File: src/sv/mcom_pkg.sv
// shared types and constants for the mosaic cell overlap merge block
package mcom_pkg;

  localparam logic [1:0] REQ_MERGE = 2'd0;
  localparam logic [1:0] REQ_READ  = 2'd1;
  localparam logic [1:0] REQ_CLEAR = 2'd2;

  localparam logic [2:0] OVL_FIRST   = 3'd0;
  localparam logic [2:0] OVL_LAST    = 3'd1;
  localparam logic [2:0] OVL_MIN     = 3'd2;
  localparam logic [2:0] OVL_MAX     = 3'd3;
  localparam logic [2:0] OVL_MEAN    = 3'd4;
  localparam logic [2:0] OVL_BLEND   = 3'd5;
  localparam logic [2:0] OVL_FEATHER = 3'd6;

  localparam logic [1:0] MATCH_NONE = 2'd0;
  localparam logic [1:0] MATCH_REGR = 2'd1;
  localparam logic [1:0] MATCH_STD  = 2'd2;

  localparam logic [2:0] REG_OVERLAP = 3'd0;
  localparam logic [2:0] REG_MMODE   = 3'd1;
  localparam logic [2:0] REG_OFFSET  = 3'd2;
  localparam logic [2:0] REG_GAIN    = 3'd3;
  localparam logic [2:0] REG_CENTRE  = 3'd4;
  localparam logic [2:0] REG_FEATHER = 3'd5;

  localparam int QUO_W = 50;

  typedef enum logic [3:0] {
    ST_IDLE, ST_CLR, ST_RD, ST_MUL, ST_MATCH, ST_MERGE, ST_M2, ST_DIV, ST_WB, ST_OUT
  } state_t;

  typedef struct packed {
    logic        start;
    logic [63:0] num;
    logic [33:0] den;
  } div_req_t;

  typedef struct packed {
    logic               busy;
    logic               done;
    logic signed [QUO_W-1:0] quo;
  } div_rsp_t;

endpackage

File: src/sv/mcom_div.sv
// serial floor divider, one quotient bit per cycle
module mcom_div
  import mcom_pkg::*;
(
  input  logic     clk,
  input  logic     rst,
  input  div_req_t req,
  output div_rsp_t rsp
);

  logic [63:0] mag;
  logic [34:0] rem;
  logic [33:0] den;
  logic        neg;
  logic [6:0]  cnt;
  logic        busy;
  logic        done;
  logic [34:0] trial;
  logic [63:0] q_fix;

  assign trial = {rem[33:0], mag[63]} - {1'b0, den};

  always_ff @(posedge clk) begin
    if (rst) begin
      busy <= 1'b0;
      done <= 1'b0;
      cnt  <= '0;
    end else begin
      done <= 1'b0;
      if (req.start) begin
        busy <= 1'b1;
        cnt  <= 7'd64;
        neg  <= req.num[63];
        // floor for negatives: -((-n-1)/d)-1 = ~((~n)/d)
        mag  <= req.num[63] ? ~req.num : req.num;
        den  <= req.den;
        rem  <= '0;
      end else if (busy) begin
        if (!trial[34]) begin
          rem <= trial;
          mag <= {mag[62:0], 1'b1};
        end else begin
          rem <= {rem[33:0], mag[63]};
          mag <= {mag[62:0], 1'b0};
        end
        cnt <= cnt - 7'd1;
        if (cnt == 7'd1) begin
          busy <= 1'b0;
          done <= 1'b1;
        end
      end
    end
  end

  assign q_fix    = neg ? ~mag : mag;
  assign rsp.busy = busy;
  assign rsp.done = done;
  assign rsp.quo  = q_fix[QUO_W-1:0];

endmodule

File: config.mk
export PLATFORM = sky130hd
export DESIGN_NAME = mcom_div
export DESIGN_NICKNAME = d
export VERILOG_FILES = /design/src/sv/mcom_pkg.sv /design/src/sv/mcom_div.sv
export SDC_FILE = /design/constraint.sdc
export NUM_CORES = 1
export LEC_CHECK = 0
export BUFFER_PORTS_ARGS = -buffer_cell sky130_fd_sc_hd__buf_2
export CAP_MARGIN = 20
export CELL_PAD_IN_SITES_DETAIL_PLACEMENT = 0
export CELL_PAD_IN_SITES_GLOBAL_PLACEMENT = 1
export CORE_MARGIN = 4
export CORE_UTILIZATION = 33
export CTS_CLUSTER_DIAMETER = 40
export CTS_CLUSTER_SIZE = 14
export DETAILED_ROUTE_END_ITERATION = 10
export GPL_TIMING_DRIVEN = 1
export PLACE_DENSITY_LB_ADDON = 0.1
export SLEW_MARGIN = 10
export SYNTH_ARGS = -nofsm -noshare
export SYNTH_HDL_FRONTEND = slang
export SYNTH_SLANG_ARGS = --single-unit
File: constraint.sdc
create_clock -name clk -period 6.1 [get_ports clk]
set_input_delay 1.22 -clock clk [delete_from_list [all_inputs] [get_ports clk]]
set_output_delay 1.22 -clock clk [all_outputs]
set_load 0.01 [all_outputs]
Word-level counts from Yosys, hierarchy flattened --
Index checks and enable logic that the tools add are counted. W data, S select, Z words.
Operators by class: $add $sub $neg 2, eq/ne operators 1, muxes and demuxes 13, bitwise operators 4, reduce and logical (&&, ||, !) cells 5
Operator list (number):
- $mux W64 | 3
- $mux W34 | 2
- $not A64 Y64 | 1
- $mux W50 | 1
- $not A50 Y50 | 1
- $sub A35 B34 Y35 | 1
- $mux W7 | 2
- $eq A7 B1 Y1 const B | 1
- $sub A7 B1 Y7 const B | 1
- $mux W1 | 5
- $reduce_and A2 Y1 | 2
- $reduce_or A3 Y1 | 1
- $not A1 Y1 | 2
- $reduce_bool A2 Y1 | 1
- $reduce_or A2 Y1 | 1
Word-level totals: flip-flop bits (word level) 142, bits of input ports 101, output and inout port bits 52, logic and storage cells 33

Logic depth before layout (Yosys ltp) --
Gate-level depths: netlist of run 1.
depth in word-level cells 4, mapped depth 14, mapped depth without buffers 12

Least setup slack after synthesis of run 1 --
Ideal clock, no wire load.
path kind input to register, from in req[98] (netlist bit), to reg mag[0], enable pin, data arrival time 5840 ps, slack -295 ps, cell stages on the path 4, buffers on the path 2, path through clkbuf_1 -> clkbuf_1 -> nor2_1 -> nor2_1
Between the ends: word-level cells in the longest chain between the ends 2
Ends and longest elaborated chain:
- start, declared | line mcom_div.sv:7 | input div_req_t req,
- $reduce_bool A2 Y1 (no source line)
- $reduce_and A2 Y1 (no source line)
- end signal, assigned | line mcom_div.sv:35 | mag <= req.num[63] ? ~req.num : req.num;
- end signal, assigned | line mcom_div.sv:41 | mag <= {mag[62:0], 1'b1};
- end signal, assigned | line mcom_div.sv:44 | mag <= {mag[62:0], 1'b0};
- end, declared | line mcom_div.sv:11 | logic [63:0] mag;
No other way between the ends. A chain may end at the register's enable or synchronous reset.

Worst setup path after layout of run 1 --
from reg rem[27], to reg rem[22] (data pin)
Between the ends: word-level cells in the longest chain between the ends 3
Ends and longest elaborated chain:
- start, declared | line mcom_div.sv:12 | logic [34:0] rem;
- start signal, assigned | line mcom_div.sv:40 | rem <= trial;
- start signal, assigned | line mcom_div.sv:43 | rem <= {rem[33:0], mag[63]};
- $sub A35 B34 Y35 | line mcom_div.sv:21 | assign trial = {rem[33:0], mag[63]} - {1'b0, den};
- $mux W34 | line mcom_div.sv:39 | if (!trial[34]) begin
- $mux W34 | line mcom_div.sv:38 | end else if (busy) begin
No other way between the ends. The select of a mux whose other input is x is not followed.

==> results.sh, run 1 <==
export IMPL_postCtsSetupBuffers=0
export IMPL_holdBufCountCts=0
export IMPL_end_kind="register"
export IMPL_die_x_um=170
export IMPL_min_from="cnt[1]"
export IMPL_port_buffers=152
export IMPL_gp_congestion=0.750
export IMPL_synth_compound_area_share=0.141
export IMPL_async_flop_share=0
export IMPL_dpl_hpwl_um=14800
export IMPL_synthAdderAreaFrac=0.0540
export IMPL_final_cell_count_no_fill=1338
export IMPL_worstMarginPinSlew_ns=1.06
export IMPL_slew_viol_final=0
export IMPL_routed_via_count=6458
export IMPL_clock_path_buffers=2
export IMPL_tritoncts="built"
export IMPL_rsz0062_at_grt="false"
export IMPL_clock_sinks=142
export IMPL_finalCritPeriodShare=0.636
export IMPL_core_sq_um=26000
export IMPL_rows=59
export IMPL_maxCapViolCount=0
export IMPL_post_cts_resized=0
export IMPL_initial_core_util=0.335
export IMPL_ys_seq_area_frac=0.479
export IMPL_area_growth_pct=19.0
export IMPL_rr_startpoint="rem[27]"
export IMPL_clk_pin_slew_ns=0.07
export IMPL_syn_inst=857
export IMPL_finalHoldViolations=0
export IMPL_worstHoldPathCells=2
export IMPL_gr_total_overflow=0
export IMPL_cp_start_kind="register"
export IMPL_nFillCells=2652
export IMPL_drcViolationCount=0
export IMPL_worst_ep_required_time_ns=6.36
export IMPL_ir_drop_uv=171
export IMPL_yosys_warnings=0
export IMPL_cts_root_buf="clkbuf_16"
export IMPL_fin_nets=1124
export IMPL_hold_end="cnt[1]"
export IMPL_syn_cell_area_sq_um=8710
export IMPL_track_usage=0.149
export IMPL_antenna_left=0
export IMPL_whs_ns=0.498
export IMPL_cts_max_level=4
export IMPL_drive_above_1_share=0.206
export IMPL_grt_pass1_wl_um=34200
export IMPL_insertion_delay_ns=0.42
export IMPL_ios=153
export IMPL_routedWlPerCell_um=16.2
export IMPL_reg2reg_depth=10
export IMPL_synth_top_family_by_area="compound AO/OA/AOI/OAI gates"
export IMPL_die_h_um=170
export IMPL_synth_seq_cells=142
export IMPL_viasPerCell=4.83
export IMPL_dr_pass1_iters=4
export IMPL_synth_edf_count=133
export IMPL_grt_max_degree=95
export IMPL_reg2reg_slack_ns=2.22
export IMPL_path_class="reg2reg"
export IMPL_hold_path_class="reg2reg"
export IMPL_fmax_ghz=0.258
export IMPL_grt_pass1_vias=6481
export IMPL_leakagePower_uw=0.00414
export IMPL_synth_nets=995
export IMPL_arrival_ns=4.14
export IMPL_drt_iter0_markers=413
export IMPL_synthXorXnorAreaFrac=0.141
export IMPL_dieArea_sq_um=29000
export IMPL_fin_util=0.399
export IMPL_syn_mean_instance_area_sq_um=10.2
export IMPL_place_inst=1301
export IMPL_status="complete, no violations"
export IMPL_antenna_found_initial=9
export IMPL_min_period_ns=3.88
export IMPL_yosysUniqueCellTypes=63
export IMPL_drt_total_wl_um=21600
export IMPL_worstReg2RegEnd="rem[22]"
export IMPL_synthSimpleGateAreaFrac=0.117
export IMPL_ys_flop_type="edfxtp_1"
export IMPL_max_slew_margin=0.290
export IMPL_critPathMaxFanout=32
export IMPL_p_per_area_nw_per_um2=299
export IMPL_synthMuxAreaShare=0.0208
export IMPL_tns_ns=0
export IMPL_cts_made_buffers=17
export IMPL_finalClockSkew_ns=0.0116
export IMPL_setup_viol=0
==> cell usage after synthesis (4+ instances only) <==
cell | n | area (sq um)
a211oi_1 | 9 | 67.6
a21oi_1 | 109 | 546
a21o_1 | 11 | 82.6
dfxtp_1 | 9 | 180
and3_1 | 6 | 37.5
xor2_1 | 59 | 517
nor3_1 | 11 | 55.1
nand4_1 | 5 | 31.3
nor2_1 | 113 | 424
buf_2 | 6 | 30.0
ha_1 | 36 | 450
o21a_1 | 4 | 30.0
o211ai_1 | 5 | 37.5
o21ai_0 | 25 | 125
clkbuf_1 | 22 | 82.6
nand3b_1 | 4 | 30.0
edfxtp_1 | 133 | 3990
nand2_1 | 39 | 146
o22ai_1 | 4 | 25.0
nand3_1 | 11 | 55.1
mux2i_1 | 17 | 170
buf_4 | 4 | 30.0
xnor2_1 | 79 | 692
a31oi_1 | 6 | 37.5
buf_1 | 13 | 48.8
nand2b_1 | 14 | 87.6
inv_1 | 49 | 184
nor2b_1 | 4 | 25.0
==> state kept, by name (all words and copies together), names as in the netlist <==
name and count:
den 34, cnt 7, busy 1, done 1, neg 1, rem 34
mag 64
==> layer usage <==
metal	vias to the layer above	GRT usage	share of wire
li1	3295	-	-
met1	2984	0.186	0.45
met2	146	0.235	0.45
met3	21	0.0732	0.090
met4	12	0.0302	0.0069
met5	-	0	0.0032
==> layout make-up <==
cell class	instances	area (sq um)	share of cell area
diodes	4	10.0	0.000966
clock buffers	18	429	0.0414
clock inverters	14	168	0.0162
inverters	50	188	0.0181
multi-input cells	618	4150	0.400
flip-flops and latches	142	4170	0.403
well taps	335	419	0.0404
repair buffers	157	828	0.0799
==> how the worst max path moves through the flow <==
stage	end	from	slack (ns)	cells past startpoint
6_report	rem[22]	rem[27]	2.22	10
3_5_place_dp	rem[7]	rem[27]	2.18	10
4_1_cts	rem[22]	rem[27]	2.17	10
2_1_floorplan	mag[0]	req[98]	1.35	4
3_3_place_gp	rem[17]	rem[27]	2.22	10
5_1_grt	rem[12]	mag[63]	1.90	13
==> critical path: stages, from the launching register on <==
cell and delay [ns]:
edfxtp_1 0.39, ha_1 0.46, and3_2 0.27, nand2_1 0.10
or3_1 0.42, a211oi_2 0.23, a211oi_2 0.14, xnor2_4 0.82
buf_4 0.43, nand2_1 0.22, o22ai_1 0.22
==> report_power, final <==
part           internal (uW)  leakage, uW  total, uW  switching (uW)
Sequential              1170      0.00134       1220            43.0
Combinational            340      0.00251        802             463
Clock                    590     0.000292       1080             489
Total                   2100      0.00414       3100             995
==> layout by cell type (no fill, tap or decap), types with 6 or more instances in the layout <==
master,n
nand2_1,39
nor3_1,11
a21oi_1,109
mux2i_1,17
inv_8,7
buf_2,150
xor2_1,59
nand3_1,11
clkbuf_16,17
ha_1,36
dfxtp_1,9
nor2_1,111
xnor2_1,79
edfxtp_1,133
a21o_1,11
inv_1,49
and3_1,6
nand2b_1,14
a31oi_1,6
a211oi_1,9
o21ai_0,25
==> metrics by stage <==
step / total power, uW / area (sq um) / setup slack [ns]
floorplan: 1830 / 8710 / 1.35
global placement: 2060 / 9740 / 2.22
detailed placement: 2050 / 9740 / 2.18
CTS: 3140 / 10300 / 2.17
global route: 3280 / 10400 / 1.90
finish: 3100 / 10400 / 2.22
==> logic make-up (layout without fill, tap and decap cells) <==
logic type	Yosys count	after routing
buffers and inverters	97	239
multiplexers	18	18
adder cells (fa/ha/maj)	37	37
AO/OA/AOI/OAI	201	201
XOR/XNOR	139	139
flip-flops	142	142
AND/OR/NAND/NOR	223	223
other	0	4
Note: power is estimated with default switching activity, not from simulation.
==> run 2, diff against run 1 <==
==> constraint.sdc (replaced) <==
create_clock -name clk -period 3.6 [get_ports clk]
set_input_delay 0.72 -clock clk [delete_from_list [all_inputs] [get_ports clk]]
set_output_delay 0.72 -clock clk [all_outputs]
set_load 0.01 [all_outputs]
==> run 2 against run 1 <==
Non-clock buffer count rose by 7. Global-route usage rose by 0.28 points. Register-to-register slack got worse by 1.9 ns. Hold slack got worse by 0.027 ns. Clock power rose by 64%. Combinational power rose by 72%. Sequential share of layout area fell by 0.15 points. Sequential cell count did not move. Wire length fell by 1.1%.
==> results.sh, run 2 (synthesis gave the netlist of run 1 again) <==
export IMPL_cts_root_buf="clkbuf_16"
export IMPL_postCtsSetupBuffers=0
export IMPL_maxCapViolCount=0
export IMPL_initial_core_util=0.335
export IMPL_clock_sinks=142
export IMPL_track_usage=0.152
export IMPL_final_common_cell="buf_2"
export IMPL_nFillCells=2651
export IMPL_cts_made_buffers=17
export IMPL_fin_nets=1131
export IMPL_slowest_delay_ns=0.40
export IMPL_final_cell_mix="buf_2, edfxtp_1, nor2_1"
export IMPL_crit_slowest_cell="fa_1"
export IMPL_place_inst=1309
export IMPL_gp_congestion=0.760
export IMPL_min_period_ns=3.27
export IMPL_reg2reg_depth=12
export IMPL_grt_max_degree=65
export IMPL_multiInputGateArea_sq_um=4150
export IMPL_tns_ns=0
export IMPL_grt_pass1_wl_um=35200
export IMPL_routed_via_count=6422
export IMPL_finalCritPeriodShare=0.908
export IMPL_fmax_ghz=0.306
export IMPL_rows=59
export IMPL_clk_pin_slew_ns=0.07
export IMPL_dieArea_sq_um=29000
export IMPL_worst_ep_required_time_ns=3.75
export IMPL_critPathMaxFanout=5
export IMPL_cp_depth=12
export IMPL_cp_common_cell="a21oi_1"
export IMPL_dpl_hpwl_um=14800
export IMPL_critPathBufInv=2
export IMPL_insertion_delay_ns=0.42
export IMPL_path_class="reg2reg"
export IMPL_drive_above_1_share=0.212
export IMPL_path_delay_family="compound AO/OA/AOI/OAI gates"
export IMPL_viasPerCell=4.79
export IMPL_clock_path_buffers=2
export IMPL_post_cts_resized=0
export IMPL_status="complete, no violations"
export IMPL_max_slew_margin=0.291
export IMPL_hold_path_class="in2reg"
export IMPL_drt_iter0_markers=299
export IMPL_largest_register="mag"
export IMPL_routedWlPerCell_um=16.0
export IMPL_worstHoldPathCells=1
export IMPL_arrival_ns=3.41
export IMPL_grt_pass1_vias=6661
export IMPL_holdBufCountCts=0
export IMPL_setup_viol=0
export IMPL_rsz0062_at_grt="false"
export IMPL_area_growth_pct=19.5
export IMPL_dr_pass1_iters=4
export IMPL_slew_viol_final=0
export IMPL_end_kind="register"
export IMPL_finalClockSkew_ns=0.0153
export IMPL_core_sq_um=26000
export IMPL_register_area_sq_um=4170
export IMPL_antenna_found_initial=8
export IMPL_leakagePower_uw=0.00417
export IMPL_ir_drop_uv=284
export IMPL_tritoncts="built"
export IMPL_largest_reg_flops=64
export IMPL_die_x_um=170
export IMPL_cts_max_level=4
export IMPL_final_cell_count_no_fill=1341
export IMPL_reg_top3="mag (64), den (34), rem (34)"
export IMPL_die_h_um=170
export IMPL_drt_total_wl_um=21400
export IMPL_antenna_cells=0
export IMPL_worstMarginPinSlew_ns=1.06
export IMPL_finalHoldViolations=0
export IMPL_drcViolationCount=0
export IMPL_ios=153
export IMPL_port_buffers=152
export IMPL_gr_total_overflow=0
export IMPL_path_cells="inv_1, ha_1, inv_1, fa_1, a21oi_1, o211ai_1, nand4_1, nand2_1, a21oi_1, mux2_2, o41ai_1, a21oi_1"
export IMPL_p_per_area_nw_per_um2=501
export IMPL_cp_start_kind="register"
export IMPL_antenna_left=0
run 2: cell count changes in the layout (fill, tap and decap cells not counted):
cell and delta:
buf_4 +6, diode_2 -4, clkinv_4 +3, inv_8 -2, buf_12 +1, clkbuf_1 -1
clkinv_1 +1, clkinv_2 +1, clkinv_8 -1, inv_6 -1
run 2: power breakdown:
part / switching [uW] / total [uW] / leakage (uW) / internal [uW]
clock: 786 / 1770 / 0.000285 / 980
combinational: 784 / 1380 / 0.00255 / 595
sequential: 74.4 / 2060 / 0.00134 / 1990
total: 1640 / 5210 / 0.00417 / 3560
run 2: layout make-up:
cell class                 instances  area share
timing repair buffer             164      0.0859
multi-input combinational        618       0.399
clock inverter                    15      0.0149
clock buffer                      17      0.0409
inverter                          50      0.0180
sequential                       142       0.401
tap                              335      0.0403
run 2: routing by layer:
metal / part of all wire / up-vias / track usage / wire [um]
li1: - / 3284 / - / -
met1: 0.44 / 2963 / 0.188 / 9360
met2: 0.47 / 139 / 0.242 / 9990
met3: 0.086 / 20 / 0.0732 / 1850
met4: 0.0049 / 16 / 0.0292 / 104
met5: 0.0047 / - / 0 / 101
run 2: final timing paths:
path,slack [ns],from,end
hold / removal,0.47,req[10],den[10]
setup reg to reg,0.33,mag[63],rem[28]
hold reg to reg,0.50,cnt[1],cnt[1]
setup / recovery,0.33,mag[63],rem[28]
run 2: metrics by stage:
step | power (uW) | utilization | setup slack [ns] | hold WS, ns | area [sq um]
global route | 5550 | 0.400 | 0.0411 | 0.434 | 10400
finish | 5210 | 0.400 | 0.331 | 0.472 | 10400
floorplan | 3100 | - | 0.437 | 0.469 | 8710
global placement | 3510 | 0.378 | 0.364 | 0.489 | 9820
detailed placement | 3500 | 0.378 | 0.317 | 0.496 | 9820
CTS | 5300 | 0.400 | 0.289 | 0.442 | 10400
